### src/sv/two_reader_shared_buffer_top_assert.svh
// Assertion macros for the buffer sequencer module.
// Each expects clk and rst_n in the scope where it is used.
`ifndef TWO_READER_SHARED_BUFFER_TOP_ASSERT_SVH
`define TWO_READER_SHARED_BUFFER_TOP_ASSERT_SVH

// Consequent must hold in the same cycle as the antecedent.
`define TRSB_ASSERT_NOW(lbl, ante, cons, msg) \
  lbl: assert property (@(posedge clk) disable iff (!rst_n) (ante) |-> (cons)) \
    else $error(msg);

// Consequent must hold in the cycle after the antecedent.
`define TRSB_ASSERT_NEXT(lbl, ante, cons, msg) \
  lbl: assert property (@(posedge clk) disable iff (!rst_n) (ante) |=> (cons)) \
    else $error(msg);

`endif

### src/sv/trsb_pkg.sv
`default_nettype none

package trsb_pkg;

  // Defaults for the top-level parameters
  localparam int CAPACITY_DEF     = 64;
  localparam int RECORD_WIDTH_DEF = 64;

  // Fixed port widths
  localparam int OP_W       = 2;
  localparam int REC_PORT_W = 64;
  localparam int POS_W      = 8;
  localparam int CNT_PORT_W = 7;
  localparam int MARK_W     = 2;

  localparam logic [MARK_W-1:0] BOTH_MARKS = 2'b11;

  typedef enum logic [OP_W-1:0] {
    OP_INSERT = 2'd0,
    OP_REMOVE = 2'd1,
    OP_READ   = 2'd2,
    OP_PURGE  = 2'd3
  } op_t;

  typedef enum logic [1:0] {
    ST_OK    = 2'd0,
    ST_EMPTY = 2'd1,
    ST_FULL  = 2'd2,
    ST_SEEN  = 2'd3
  } status_t;

  typedef enum logic [3:0] {
    S_IDLE  = 4'b0001,
    S_FETCH = 4'b0010,
    S_PURGE = 4'b0100,
    S_FIN   = 4'b1000
  } state_t;

  // Result beat handed from the controller to the output stage
  typedef struct packed {
    status_t                 status;
    logic [REC_PORT_W-1:0]   record;
    logic [CNT_PORT_W-1:0]   entry_count;
  } res_t;

endpackage

`default_nettype wire

### src/sv/two_reader_shared_buffer_top.sv
// Ordered buffer of up to CAPACITY records shared by two readers, each entry
// carrying one read mark per reader. One beat in gives one beat out. Insert
// and any operation that finds the buffer full or empty go from idle straight
// to the result state. Remove-head and read first pass a fetch state that
// waits for the registered entry memory read data; read then does its
// read-modify-write of the marks. Purge walks the held entries in order: the
// compaction walk reads one entry per cycle and writes each survivor through
// the read port and the write port of the entry memory. A new beat is
// accepted once the previous result has left the sequencer, while that
// result may still wait in the output register. No clearing pass is needed
// after reset.
`default_nettype none

module two_reader_shared_buffer_top #(
  parameter int CAPACITY     = trsb_pkg::CAPACITY_DEF,
  parameter int RECORD_WIDTH = trsb_pkg::RECORD_WIDTH_DEF
) (
  input  wire logic                               clk,
  input  wire logic                               rst_n,
  input  wire logic                               in_valid,
  output logic                                    in_stall,
  input  wire logic [trsb_pkg::OP_W-1:0]          in_operation,
  input  wire logic [trsb_pkg::REC_PORT_W-1:0]    in_payload,
  input  wire logic                               in_reader_select,
  input  wire logic [trsb_pkg::POS_W-1:0]         in_position,
  output logic                                    out_valid,
  input  wire logic                               out_stall,
  output logic [1:0]                              out_status,
  output logic [trsb_pkg::REC_PORT_W-1:0]         out_record,
  output logic [trsb_pkg::CNT_PORT_W-1:0]         out_entry_count
);

  localparam int AW = $clog2(CAPACITY);
  localparam int EW = RECORD_WIDTH + trsb_pkg::MARK_W;

  logic           mem_we, mem_re;
  logic [AW-1:0]  mem_waddr, mem_raddr;
  logic [EW-1:0]  mem_wdata, mem_rdata;
  logic           res_valid, res_ready;
  trsb_pkg::res_t res;

  logic           out_valid_r, out_valid_nxt;
  trsb_pkg::res_t out_res_r;
  logic           load;

  trsb_mem #(
    .DEPTH (CAPACITY),
    .WIDTH (EW)
  ) u_mem (
    .clk   (clk),
    .we    (mem_we),
    .waddr (mem_waddr),
    .wdata (mem_wdata),
    .re    (mem_re),
    .raddr (mem_raddr),
    .rdata (mem_rdata)
  );

  trsb_ctrl #(
    .CAPACITY     (CAPACITY),
    .RECORD_WIDTH (RECORD_WIDTH)
  ) u_ctrl (
    .clk              (clk),
    .rst_n            (rst_n),
    .in_valid         (in_valid),
    .in_stall         (in_stall),
    .in_operation     (in_operation),
    .in_payload       (in_payload),
    .in_reader_select (in_reader_select),
    .in_position      (in_position),
    .res_valid        (res_valid),
    .res_ready        (res_ready),
    .res              (res),
    .mem_we           (mem_we),
    .mem_waddr        (mem_waddr),
    .mem_wdata        (mem_wdata),
    .mem_re           (mem_re),
    .mem_raddr        (mem_raddr),
    .mem_rdata        (mem_rdata)
  );

  // output register: free when empty or being drained this cycle
  assign res_ready = !out_valid_r || !out_stall;
  assign load      = res_valid && res_ready;

  always_comb begin
    if (load) begin
      out_valid_nxt = 1'b1;
    end else if (out_stall) begin
      out_valid_nxt = out_valid_r;
    end else begin
      out_valid_nxt = 1'b0;
    end
  end

  always_ff @(posedge clk) begin
    if (!rst_n) begin
      out_valid_r <= 1'b0;
    end else begin
      out_valid_r <= out_valid_nxt;
    end
  end

  always_ff @(posedge clk) begin
    if (load) begin
      out_res_r <= res;
    end
  end

  assign out_valid       = out_valid_r;
  assign out_status      = out_res_r.status;
  assign out_record      = out_res_r.record;
  assign out_entry_count = out_res_r.entry_count;

endmodule

`default_nettype wire

### src/sv/trsb_mem.sv
`default_nettype none

// Simple dual-port entry store, registered read data
module trsb_mem #(
  parameter int DEPTH = trsb_pkg::CAPACITY_DEF,
  parameter int WIDTH = trsb_pkg::RECORD_WIDTH_DEF + trsb_pkg::MARK_W
) (
  input  wire logic                     clk,
  input  wire logic                     we,
  input  wire logic [$clog2(DEPTH)-1:0] waddr,
  input  wire logic [WIDTH-1:0]         wdata,
  input  wire logic                     re,
  input  wire logic [$clog2(DEPTH)-1:0] raddr,
  output logic      [WIDTH-1:0]         rdata
);

  logic [WIDTH-1:0] mem [DEPTH];

  // write port
  always_ff @(posedge clk) begin
    if (we) begin
      mem[waddr] <= wdata;
    end
  end

  // read port
  always_ff @(posedge clk) begin
    if (re) begin
      rdata <= mem[raddr];
    end
  end

endmodule

`default_nettype wire

### src/sv/trsb_ctrl.sv
`default_nettype none

`include "two_reader_shared_buffer_top_assert.svh"

// Operation sequencer: ring pointers, read-modify-write, purge compaction
module trsb_ctrl #(
  parameter int CAPACITY     = trsb_pkg::CAPACITY_DEF,
  parameter int RECORD_WIDTH = trsb_pkg::RECORD_WIDTH_DEF
) (
  input  wire logic                                  clk,
  input  wire logic                                  rst_n,
  input  wire logic                                  in_valid,
  output logic                                       in_stall,
  input  wire logic [trsb_pkg::OP_W-1:0]             in_operation,
  input  wire logic [trsb_pkg::REC_PORT_W-1:0]       in_payload,
  input  wire logic                                  in_reader_select,
  input  wire logic [trsb_pkg::POS_W-1:0]            in_position,
  output logic                                       res_valid,
  input  wire logic                                  res_ready,
  output trsb_pkg::res_t                             res,
  output logic                                       mem_we,
  output logic [$clog2(CAPACITY)-1:0]                mem_waddr,
  output logic [RECORD_WIDTH+trsb_pkg::MARK_W-1:0]   mem_wdata,
  output logic                                       mem_re,
  output logic [$clog2(CAPACITY)-1:0]                mem_raddr,
  input  wire logic [RECORD_WIDTH+trsb_pkg::MARK_W-1:0] mem_rdata
);

  localparam int AW   = $clog2(CAPACITY);
  localparam int CW   = $clog2(CAPACITY + 1);
  localparam int XW   = (CW > trsb_pkg::POS_W) ? CW : trsb_pkg::POS_W;
  localparam int RW   = RECORD_WIDTH;
  localparam int MW   = trsb_pkg::MARK_W;
  localparam int OUTW = trsb_pkg::REC_PORT_W;
  localparam int CNTW = trsb_pkg::CNT_PORT_W;

  localparam logic [AW:0]   CAP_A     = (AW+1)'(CAPACITY);
  localparam logic [AW-1:0] LAST_SLOT = AW'(CAPACITY - 1);
  localparam logic [CW-1:0] CAP_C     = CW'(CAPACITY);
  localparam logic [CW-1:0] ONE_C     = CW'(1);

  // ring slot of base + offset, both below capacity
  function automatic logic [AW-1:0] slot_add(input logic [AW-1:0] base,
                                             input logic [AW-1:0] off);
    logic [AW:0] sum;
    sum = {1'b0, base} + {1'b0, off};
    if (sum >= CAP_A) begin
      sum = sum - CAP_A;
    end
    return sum[AW-1:0];
  endfunction

  function automatic logic [AW-1:0] slot_inc(input logic [AW-1:0] s);
    return (s == LAST_SLOT) ? '0 : s + AW'(1);
  endfunction

  trsb_pkg::state_t  state_r, state_nxt;
  trsb_pkg::op_t     op_r, op_nxt;
  trsb_pkg::status_t status_r, status_nxt;
  logic [RW-1:0]     record_r, record_nxt;
  logic              reader_r, reader_nxt;
  logic [AW-1:0]     head_r, head_nxt;
  logic [CW-1:0]     count_r, count_nxt;
  logic [AW-1:0]     slot_r, slot_nxt;
  logic [AW-1:0]     rd_slot_r, rd_slot_nxt;
  logic [AW-1:0]     wr_slot_r, wr_slot_nxt;
  logic [CW-1:0]     walk_r, walk_nxt;
  logic [CW-1:0]     kept_r, kept_nxt;

  logic [XW-1:0]     pos_x, cnt_x, idx_x;
  logic [AW-1:0]     idx;
  logic [AW-1:0]     rd_next;
  logic [RW-1:0]     rd_rec;
  logic [MW-1:0]     rd_marks;
  logic [MW-1:0]     reader_bit;
  logic [CW-1:0]     kept_cur;
  logic              is_empty;

  // clamp read position to the tail
  always_comb begin
    pos_x = XW'(in_position);
    cnt_x = XW'(count_r);
    idx_x = (pos_x >= cnt_x) ? cnt_x - XW'(1) : pos_x;
    idx   = idx_x[AW-1:0];
  end

  assign rd_rec     = mem_rdata[RW-1:0];
  assign rd_marks   = mem_rdata[RW+MW-1:RW];
  assign reader_bit = reader_r ? 2'b10 : 2'b01;
  assign is_empty   = (count_r == '0);
  assign rd_next    = slot_inc(rd_slot_r);
  assign kept_cur   = (rd_marks != trsb_pkg::BOTH_MARKS) ? kept_r + ONE_C : kept_r;

  // next-state and memory control
  always_comb begin
    state_nxt   = state_r;
    op_nxt      = op_r;
    status_nxt  = status_r;
    record_nxt  = record_r;
    reader_nxt  = reader_r;
    head_nxt    = head_r;
    count_nxt   = count_r;
    slot_nxt    = slot_r;
    rd_slot_nxt = rd_slot_r;
    wr_slot_nxt = wr_slot_r;
    walk_nxt    = walk_r;
    kept_nxt    = kept_r;
    mem_we      = 1'b0;
    mem_waddr   = '0;
    mem_wdata   = '0;
    mem_re      = 1'b0;
    mem_raddr   = '0;
    in_stall    = (state_r != trsb_pkg::S_IDLE);
    res_valid   = 1'b0;

    case (state_r)
      trsb_pkg::S_IDLE: begin
        if (in_valid) begin
          op_nxt     = trsb_pkg::op_t'(in_operation);
          reader_nxt = in_reader_select;
          status_nxt = trsb_pkg::ST_OK;
          record_nxt = '0;
          state_nxt  = trsb_pkg::S_FIN;
          case (trsb_pkg::op_t'(in_operation))
            trsb_pkg::OP_INSERT: begin
              if (count_r == CAP_C) begin
                status_nxt = trsb_pkg::ST_FULL;
              end else begin
                mem_we    = 1'b1;
                mem_waddr = slot_add(head_r, count_r[AW-1:0]);
                mem_wdata = {{MW{1'b0}}, in_payload[RW-1:0]};
                count_nxt = count_r + ONE_C;
              end
            end
            trsb_pkg::OP_REMOVE: begin
              if (is_empty) begin
                status_nxt = trsb_pkg::ST_EMPTY;
              end else begin
                mem_re    = 1'b1;
                mem_raddr = head_r;
                state_nxt = trsb_pkg::S_FETCH;
              end
            end
            trsb_pkg::OP_READ: begin
              if (is_empty) begin
                status_nxt = trsb_pkg::ST_EMPTY;
              end else begin
                slot_nxt  = slot_add(head_r, idx);
                mem_re    = 1'b1;
                mem_raddr = slot_nxt;
                state_nxt = trsb_pkg::S_FETCH;
              end
            end
            trsb_pkg::OP_PURGE: begin
              if (is_empty) begin
                status_nxt = trsb_pkg::ST_EMPTY;
              end else begin
                mem_re      = 1'b1;
                mem_raddr   = head_r;
                rd_slot_nxt = head_r;
                wr_slot_nxt = head_r;
                walk_nxt    = '0;
                kept_nxt    = '0;
                state_nxt   = trsb_pkg::S_PURGE;
              end
            end
            default: begin
              state_nxt = trsb_pkg::S_IDLE;
            end
          endcase
        end
      end

      // entry data is back: pop the head or mark and return
      trsb_pkg::S_FETCH: begin
        state_nxt = trsb_pkg::S_FIN;
        if (op_r == trsb_pkg::OP_REMOVE) begin
          record_nxt = rd_rec;
          head_nxt   = slot_inc(head_r);
          count_nxt  = count_r - ONE_C;
        end else if ((rd_marks & reader_bit) != '0) begin
          status_nxt = trsb_pkg::ST_SEEN;
        end else begin
          mem_we     = 1'b1;
          mem_waddr  = slot_r;
          mem_wdata  = {rd_marks | reader_bit, rd_rec};
          record_nxt = rd_rec;
        end
      end

      // compaction walk: one entry per cycle, survivors move toward the head
      trsb_pkg::S_PURGE: begin
        if (rd_marks != trsb_pkg::BOTH_MARKS) begin
          mem_we      = 1'b1;
          mem_waddr   = wr_slot_r;
          mem_wdata   = mem_rdata;
          wr_slot_nxt = slot_inc(wr_slot_r);
        end
        kept_nxt = kept_cur;
        if (walk_r + ONE_C == count_r) begin
          count_nxt = kept_cur;
          state_nxt = trsb_pkg::S_FIN;
        end else begin
          mem_re      = 1'b1;
          mem_raddr   = rd_next;
          rd_slot_nxt = rd_next;
          walk_nxt    = walk_r + ONE_C;
        end
      end

      trsb_pkg::S_FIN: begin
        res_valid = 1'b1;
        if (res_ready) begin
          state_nxt = trsb_pkg::S_IDLE;
        end
      end

      default: begin
        state_nxt = trsb_pkg::S_IDLE;
      end
    endcase
  end

  // result beat
  always_comb begin
    res.status      = status_r;
    res.record      = OUTW'(record_r);
    res.entry_count = CNTW'(count_r);
  end

  // control state
  always_ff @(posedge clk) begin
    if (!rst_n) begin
      state_r <= trsb_pkg::S_IDLE;
      head_r  <= '0;
      count_r <= '0;
    end else begin
      state_r <= state_nxt;
      head_r  <= head_nxt;
      count_r <= count_nxt;
    end
  end

  // per-operation working registers
  always_ff @(posedge clk) begin
    op_r      <= op_nxt;
    status_r  <= status_nxt;
    record_r  <= record_nxt;
    reader_r  <= reader_nxt;
    slot_r    <= slot_nxt;
    rd_slot_r <= rd_slot_nxt;
    wr_slot_r <= wr_slot_nxt;
    walk_r    <= walk_nxt;
    kept_r    <= kept_nxt;
  end

  `TRSB_ASSERT_NOW(a_count_cap, 1'b1, count_r <= CAP_C, "entry count above capacity")
  `TRSB_ASSERT_NOW(a_purge_order, state_r == trsb_pkg::S_PURGE,
    (kept_r <= walk_r) && (walk_r < count_r), "purge write pointer ahead of scan")
  `TRSB_ASSERT_NOW(a_fetch_write, (state_r == trsb_pkg::S_FETCH) && mem_we,
    op_r == trsb_pkg::OP_READ, "write-back outside a read")
  `TRSB_ASSERT_NEXT(a_fin_done, (state_r == trsb_pkg::S_FIN) && res_ready,
    state_r == trsb_pkg::S_IDLE, "result taken but sequencer not idle")

endmodule

`default_nettype wire

### config.mk
export PLATFORM = sky130hd
export DESIGN_NAME = two_reader_shared_buffer_top
export DESIGN_NICKNAME = d
export VERILOG_FILES = /design/src/sv/trsb_pkg.sv /design/src/sv/two_reader_shared_buffer_top.sv /design/src/sv/trsb_mem.sv /design/src/sv/trsb_ctrl.sv
export VERILOG_INCLUDE_DIRS = /design/src /design/src/sv
export SDC_FILE = /design/constraint.sdc
export NUM_CORES = 2
export LEC_CHECK = 0
export BUFFER_PORTS_ARGS = -buffer_cell sky130_fd_sc_hd__buf_2
export CAP_MARGIN = 15
export CELL_PAD_IN_SITES_DETAIL_PLACEMENT = 1
export CELL_PAD_IN_SITES_GLOBAL_PLACEMENT = 2
export CORE_ASPECT_RATIO = 0.75
export CORE_MARGIN = 4
export CORE_UTILIZATION = 51
export CTS_BUF_LIST = sky130_fd_sc_hd__clkbuf_16
export DETAILED_ROUTE_END_ITERATION = 12
export PLACE_DENSITY_LB_ADDON = 0.2
export SYNTH_ARGS = -nofsm -noshare
export SYNTH_HDL_FRONTEND = slang
export SYNTH_HIERARCHICAL = 1
export SYNTH_MEMORY_MAX_BITS = 65536
export SYNTH_SLANG_ARGS = --single-unit
### constraint.sdc
create_clock -name clk -period 10.5 [get_ports clk]
set_clock_uncertainty 0.1 [all_clocks]
set_input_delay 0 -clock clk [delete_from_list [all_inputs] [get_ports clk]]
set_output_delay 0 -clock clk [all_outputs]
set_load 0.01 [all_outputs]
Yosys cells after proc, flatten, opt, wreduce, memory -nomap -nowiden
Memories as Yosys holds them, arrays and structs flattened. A register that Yosys moved wholly into a read port is not among the register bits.
Index checks and enable logic that the tools add are counted.
{"block": "totals", "register_bits": 192, "mem_bits_rw": 4224, "out_inout_bits": 75, "memories": 1}
{"name": "u_mem.mem", "depth": 64, "word_bits": 66, "rd": 1, "rd_clocked_by_memory_dff": 1, "write_ports": 1, "line": "trsb_mem.sv:17", "rtl": "logic [WIDTH-1:0] mem [DEPTH];"}
{"block": "op_classes", "add_sub_neg": 12, "n_lt_le_gt_ge": 3, "n_eq_ne": 29, "mux": 82, "bitwise": 3, "reduce_logical": 23}
{"operator": "$mux W66", "count": 5}
{"operator": "$mux W64", "count": 4}
{"operator": "$pmux W66 S3", "count": 1}
{"operator": "$pmux W64 S2", "count": 1}
{"operator": "$mux W6", "count": 21}
{"operator": "$mux W7", "count": 10}
{"operator": "$pmux W6 S2", "count": 4}
{"operator": "$pmux W7 S2", "count": 2}
{"operator": "$add A7 B1 Y7 const B", "count": 3}
{"operator": "$pmux W7 S3", "count": 1}
{"operator": "$mux W4", "count": 5}
{"operator": "$add A6 B1 Y6 const B", "count": 3}
{"operator": "$eq A6 B6 Y1 const B", "count": 3}
{"operator": "$ne A2 B2 Y1 const B", "count": 9}
{"operator": "$pmux W6 S3", "count": 1}
{"operator": "$sub A6 B1 Y6 const B", "count": 3}
{"operator": "$mux W1", "count": 16}
{"operator": "$pmux W4 S4", "count": 1}
{"operator": "$add A6 B6 Y7", "count": 2}
{"operator": "$ge A7 B7 Y1 const B", "count": 2}
{"operator": "$reduce_and A4 Y1", "count": 3}
{"operator": "$mux W2", "count": 5}
{"operator": "$ne A2 B1 Y1 const B", "count": 5}
{"operator": "$reduce_and A5 Y1", "count": 2}
{"operator": "31 further kinds", "count": 40}

Depth between registers and ports, before layout
{"block": "logic_depth", "depth_word": 9, "ltp_mapped": 24}

Cells and area by module
Netlist, hierarchy kept.
{"module": "trsb_mem", "n_inst": 1, "cells_per_inst": 6808, "area_each_um2": 161880.3, "seq_area_each_um2": 128823.6}
{"module": "trsb_ctrl", "n_inst": 1, "cells_per_inst": 633, "area_each_um2": 6886.6, "seq_area_each_um2": 3373.2}
{"module": "two_reader_shared_buffer_top", "n_inst": 1, "cells_per_inst": 78, "area_each_um2": 2233.4, "seq_area_each_um2": 2212.1}

Worst setup path after synthesis
Ideal clock, no wire load.
{"block": "synth_path", "path_type": "flip-flop to flip-flop", "start": "reg u_ctrl.count_r[1]", "end": "mem u_mem/mem[48][0] (netlist bit), enable pin", "setup_time_ns": 0.571, "t_arrival_ns": 6.786, "required_ns": 9.829, "slack_ns": 3.043, "stages_incl_launch_ff": 12, "n_path_buf": 3, "synth_period_minus_slack_ns": 7.457, "cell_sequence": "dfxtp_1 > inv_1 > ha_1 > nand4_1 > and3_1 > buf_4 > buf_2 > a222oi_1 > inv_1 > clkbuf_1 > or3_1 > nor3_1"}
{"block": "synth_via", "elab_chain_cells": 7, "elab_cells_between_ends": 15}
{"element": "start: declaration", "line": "trsb_ctrl.sv:63", "rtl": "logic [CW-1:0] count_r, count_nxt;"}
{"element": "start signal: assignment", "line": "trsb_ctrl.sv:240", "rtl": "count_r <= count_nxt;"}
{"element": "$add A6 B6 Y7", "line": "trsb_ctrl.sv:46", "rtl": "sum = {1'b0, base} + {1'b0, off};"}
{"element": "$sub A6 B1 Y6 / $ge A7 B7 Y1 (equally long branches)", "line": "trsb_ctrl.sv:48, trsb_ctrl.sv:47"}
{"element": "$mux W6", "line": "trsb_ctrl.sv:47", "rtl": "if (sum >= CAP_A) begin"}
{"element": "$mux W6 (*)", "line": "trsb_ctrl.sv:126", "rtl": "if (count_r == CAP_C) begin"}
{"element": "$mux W6 (*)", "line": "trsb_ctrl.sv:124", "rtl": "case (trsb_pkg::op_t'(in_operation))"}
{"element": "$mux W6 (*)", "line": "trsb_ctrl.sv:118", "rtl": "if (in_valid) begin"}
{"element": "$pmux W6 S3 (*)", "line": "trsb_ctrl.sv:116", "rtl": "case (state_r)"}
{"element": "via mem_waddr[2]", "line": "two_reader_shared_buffer_top.sv:37", "rtl": "logic [AW-1:0] mem_waddr, mem_raddr;"}
{"element": "end: declaration", "line": "trsb_mem.sv:17"}
Mark *: on every way through the listed nets, which the timed path passes. The rest lies on a longest branch.

Worst setup path in the final report
{"block": "layout_path", "start": "reg u_ctrl.count_r[1]", "end": "reg u_mem.rdata[56] (read register of u_mem.mem), data pin"}
{"block": "layout_via", "elab_chain_cells": 9, "elab_cells_between_ends": 20}
{"element": "$ge A8 B7 Y1 / $sub A6 B1 Y6 (equally long branches)", "line": "trsb_ctrl.sv:83", "rtl": "idx_x = (pos_x >= cnt_x) ? cnt_x - XW'(1) : pos_x;"}
{"element": "$mux W6", "line": "trsb_ctrl.sv:83"}
{"element": "$add A6 B6 Y7", "line": "trsb_ctrl.sv:46"}
{"element": "$sub A6 B1 Y6 / $ge A7 B7 Y1 (equally long branches)", "line": "trsb_ctrl.sv:48, trsb_ctrl.sv:47"}
{"element": "$mux W6", "line": "trsb_ctrl.sv:47"}
{"element": "$mux W6", "line": "trsb_ctrl.sv:145", "rtl": "if (is_empty) begin"}
{"element": "$pmux W6 S2", "line": "trsb_ctrl.sv:124"}
{"element": "$mux W6", "line": "trsb_ctrl.sv:118"}
{"element": "$pmux W6 S2 (*)", "line": "trsb_ctrl.sv:116"}
{"element": "via mem_raddr[2]", "line": "two_reader_shared_buffer_top.sv:37"}
{"element": "end: declaration", "line": "trsb_mem.sv:14", "rtl": "output logic [WIDTH-1:0] rdata"}
Marked as above.
A chain may end at the register's enable or synchronous reset.

==> qor.txt <==
die width: 676.6 um
PwrDens: 189.0 nW/um^2
CTS H-tree depth: 5
Net Switching: 0.007672 W
CP max stage cell: dlygate4sd3_1
Sinks on Clock Net: 4482
RSZ-0062 raised after global routing: false
largest stage delay on the critical path: 0.58 ns
Sw Share: 20.96%
Worst Setup SP: u_ctrl/count_r[1]
fin crit period: 7.754 ns
Top Family by Delay on Critical Path: buffers and inverters
Starting Density: 51.40%
CTS tree: built
synthesis-stage register bit count: 4482
Clock Power Share: 42.0%
Worst-path clk slew: 0.06 ns
Seq/Total Area, Yosys: 78.60%
Via density: 6.840
CP max FO: 113
Synth Cell Area: 171000 um^2
VDD IR max: 0.1547 mV
root buffer cell: clkbuf_16
placed cell area: 178200 um^2
Setup-failing EPs final: 0
worst endpoint required time: 11.02 ns
hold buffers post-CTS: 61
initial antenna violation count: 22
Hold Path Cell Cnt: 2
Worst-Margin Slew: 1.195 ns
Vias: 87792
HP Class: input port to flip-flop
cell internal pwr: 0.02894 W
layout net count: 8153
part of the power in combinational logic: 3.7%
Post-Route WL: 514000 um
CP startpoint kind: flip-flop
area share of the leading cell type in the synthesized netlist: 78.39%
Site Rows: 183
GRT Total Usage: 29.79%
critical path endpoint category: flip-flop
achievable frequency: 129.0 MHz
final hold slack: 0.04226 ns
Max Slew Vio Count: 0
core footprint: 332700 um^2
max_cap viols: 0
Post-DP HPWL: 276400 um
Final period util: 73.85%
most frequent cells after synthesis: 4464 x edfxtp_1, 1056 x mux4_2, 188 x buf_2
most frequent cell after synthesis: edfxtp_1
GR Overflow Total: 0
yosys warns: 6
worst r2r dst: u_mem/rdata[56]
CTS resizes: 0
leakage power: 58.59 nW
final core occ: 58.24%
Seq pwr share: 54.3%
status: finished clean
Slew HR: 20.35%
GP Congestion: 0.7957
Num CTS Buffers: 429
port bufs: 153
Die Height: 509.5 um
Area Overhead vs Synth: 13.30%
Residual DRC: 0
Post-Route Setup TNS: 0 ns
drt wl/cell: 40.04 um
Top FF cell, synth: edfxtp_1
Synth area leaders: edfxtp_1 78%, mux4_2 14%, mux2i_1 0.83%, a22o_1 0.80%, a22oi_1 0.78%
share of layout cells above drive strength 1: 26.92%
Top-Level Pins: 154
post-CTS setup repair buffer count: 0
Setup crit end: u_mem/rdata[56]
Post-DRT Antenna Nets: 0
full die area: 344700 um^2
clk_lat worst skew: 0.95 ns
Yosys cell types: 62
first-pass GRT wire length: 715100 um
DR iter-0 viols: 14150
Longest Clk Path Bufs: 4
Synth Instances: 7519
leading area contributor after synthesis: edfxtp_1
r2r setup slk: 2.75 ns
Post-synth EDFFs: 4464
reg2reg start: u_ctrl/count_r[1]
kind of critical path: flip-flop to flip-flop
vias in the first global route: 87414
Pre-antenna DRT Iters: 5
CP Cell Sequence: inv_1, ha_1, nand2_1, o21ai_0, a21oi_1, o21a_1, nand2_1, dlygate4sd3_1, o21ai_0, dlygate4sd3_1, ha_1, fa_1, xor2_1, a22oi_1, o32ai_4, buf_12, buf_12, mux4_2, mux2i_1, o22ai_1, a31oi_1, nor3_1
Avg Inst Size Synth: 22.74 um^2
pin count of the biggest net entering global routing: 114
Worst path depth: 22
Syn Nets: 7634
crit path DAT: 8.28 ns
Fillers: 27246
Fin. Hold Viols: 0
CP bufs+invs: 5
Worst R2R Path Depth: 22
design area: 193800 um^2
Async SR Flop Fraction: 0%
worst reg2reg max path, cell delays in order (launching register included):
cell and delay (ns):
dfxtp_1 0.53, inv_1 0.19, ha_1 0.32, nand2_1 0.04, o21ai_0 0.19, a21oi_1 0.12
o21a_1 0.30, nand2_1 0.11, dlygate4sd3_1 0.56, o21ai_0 0.09, dlygate4sd3_1 0.58, ha_1 0.22
fa_1 0.44, xor2_1 0.20, a22oi_1 0.13, o32ai_4 0.23, buf_12 0.53, buf_12 0.68
mux4_2 0.76, mux2i_1 0.33, o22ai_1 0.18, a31oi_1 0.52, nor3_1 0.13
stage by stage:
| step | std cells | setup WS (ns) | total power, W |
|---|---|---|---|
| 6_report | 12836 | 2.746 | 0.03661 |
| 5_1_grt | 12826 | 2.354 | 0.03770 |
| 4_1_cts | 12763 | 2.961 | 0.03677 |
| 3_5_place_dp | 11924 | 3.985 | 0.02154 |
| 3_3_place_gp | 11919 | 4.002 | 0.02150 |
| 2_1_floorplan | 7519 | 3.043 | 0.02100 |
cell type report:
type / instances / area (um^2) / area share [%]
Sequential cell: 4482 / 134400 / 69.37
Multi-Input combinational cell: 2571 / 35150 / 18.14
Clock buffer: 436 / 10910 / 5.631
Tap cell: 4440 / 5555 / 2.867
Timing Repair Buffer: 507 / 4592 / 2.370
Clock inverter: 342 / 2929 / 1.512
Inverter: 47 / 177.7 / 0.09170
Antenna cell: 11 / 27.53 / 0.01421
how the worst min path moves through the flow:
stage,endpoint,slack (ns),from
2_1_floorplan,u_ctrl/op_r[0],-0.001,in_operation[0]
3_3_place_gp,u_ctrl/op_r[0],0.14,in_operation[0]
3_5_place_dp,u_ctrl/op_r[0],0.13,in_operation[0]
4_1_cts,u_mem/mem[51][42],0.002,in_payload[42]
5_1_grt,u_mem/mem[34][28],0.06,in_payload[28]
6_report,u_mem/mem[51][42],0.04,in_payload[42]
flip-flops by register name, indices dropped and copies added (netlist names), 2 cells and up:
name	flops
u_ctrl/record_r	64
u_ctrl/status_r	2
u_ctrl/slot_r	6
u_ctrl/state_r	4
u_ctrl/wr_slot_r	6
u_ctrl/rd_slot_r	6
u_ctrl/op_r	2
out_entry_count	7
u_mem/mem	4224
u_ctrl/count_r	7
u_ctrl/head_r	6
u_ctrl/kept_r	7
out_record	64
out_status	2
u_ctrl/walk_r	7
u_mem/rdata	66
per-layer routing:
| metal | global-route usage, % | part of all wire, % | up-vias |
|---|---|---|---|
| met5 | 0 | 0.023 | - |
| met4 | 8.220 | 3.2 | 18 |
| met3 | 6.343 | 12 | 899 |
| met2 | 43.18 | 44 | 5855 |
| met1 | 46.38 | 41 | 47890 |
| li1 | - | - | 33130 |
layout by cell type (no fill, tap or decap), types with 58 or more instances in the layout:
cell,synthesis,routed
a22o_1,156,107
a22oi_1,177,177
and2_1,70,66
and3_1,68,67
buf_12,0,66
buf_2,188,154
buf_4,51,193
clkbuf_16,0,436
clkinv_1,1,103
clkinv_2,0,77
dlygate4sd3_1,0,87
edfxtp_1,4464,4464
inv_1,45,122
mux2i_1,142,142
mux4_2,1056,1056
nand2_1,97,94
nand3_1,58,58
nor2_4,0,65
nor3_1,99,97
o22ai_1,87,86
cell families (layout without fill, tap and decap cells):
family,after synthesis,count (layout),synth area share [%]
xor+xnor,48,48,0.2619
simple gates,644,644,1.955
compound gates,644,644,2.865
mux,1199,1199,14.75
other cells,0,11,0
flops,4482,4482,78.60
buf+inv,466,1332,1.294
fa+ha+maj,36,36,0.2766
power by group through the flow:
| stage | clock network (W) | logic (W) | registers (W) |
|---|---|---|---|
| final | 0.0154 | 0.00135 | 0.0199 |
| after global placement | 0 | 0.00125 | 0.0202 |
| after global routing | 0.0164 | 0.00143 | 0.0199 |
| after floorplan | 0 | 0.000789 | 0.0202 |
| after CTS | 0.0156 | 0.00131 | 0.0199 |
| after detailed placement | 0 | 0.00128 | 0.0203 |
(Power assumes the default switching activity.)
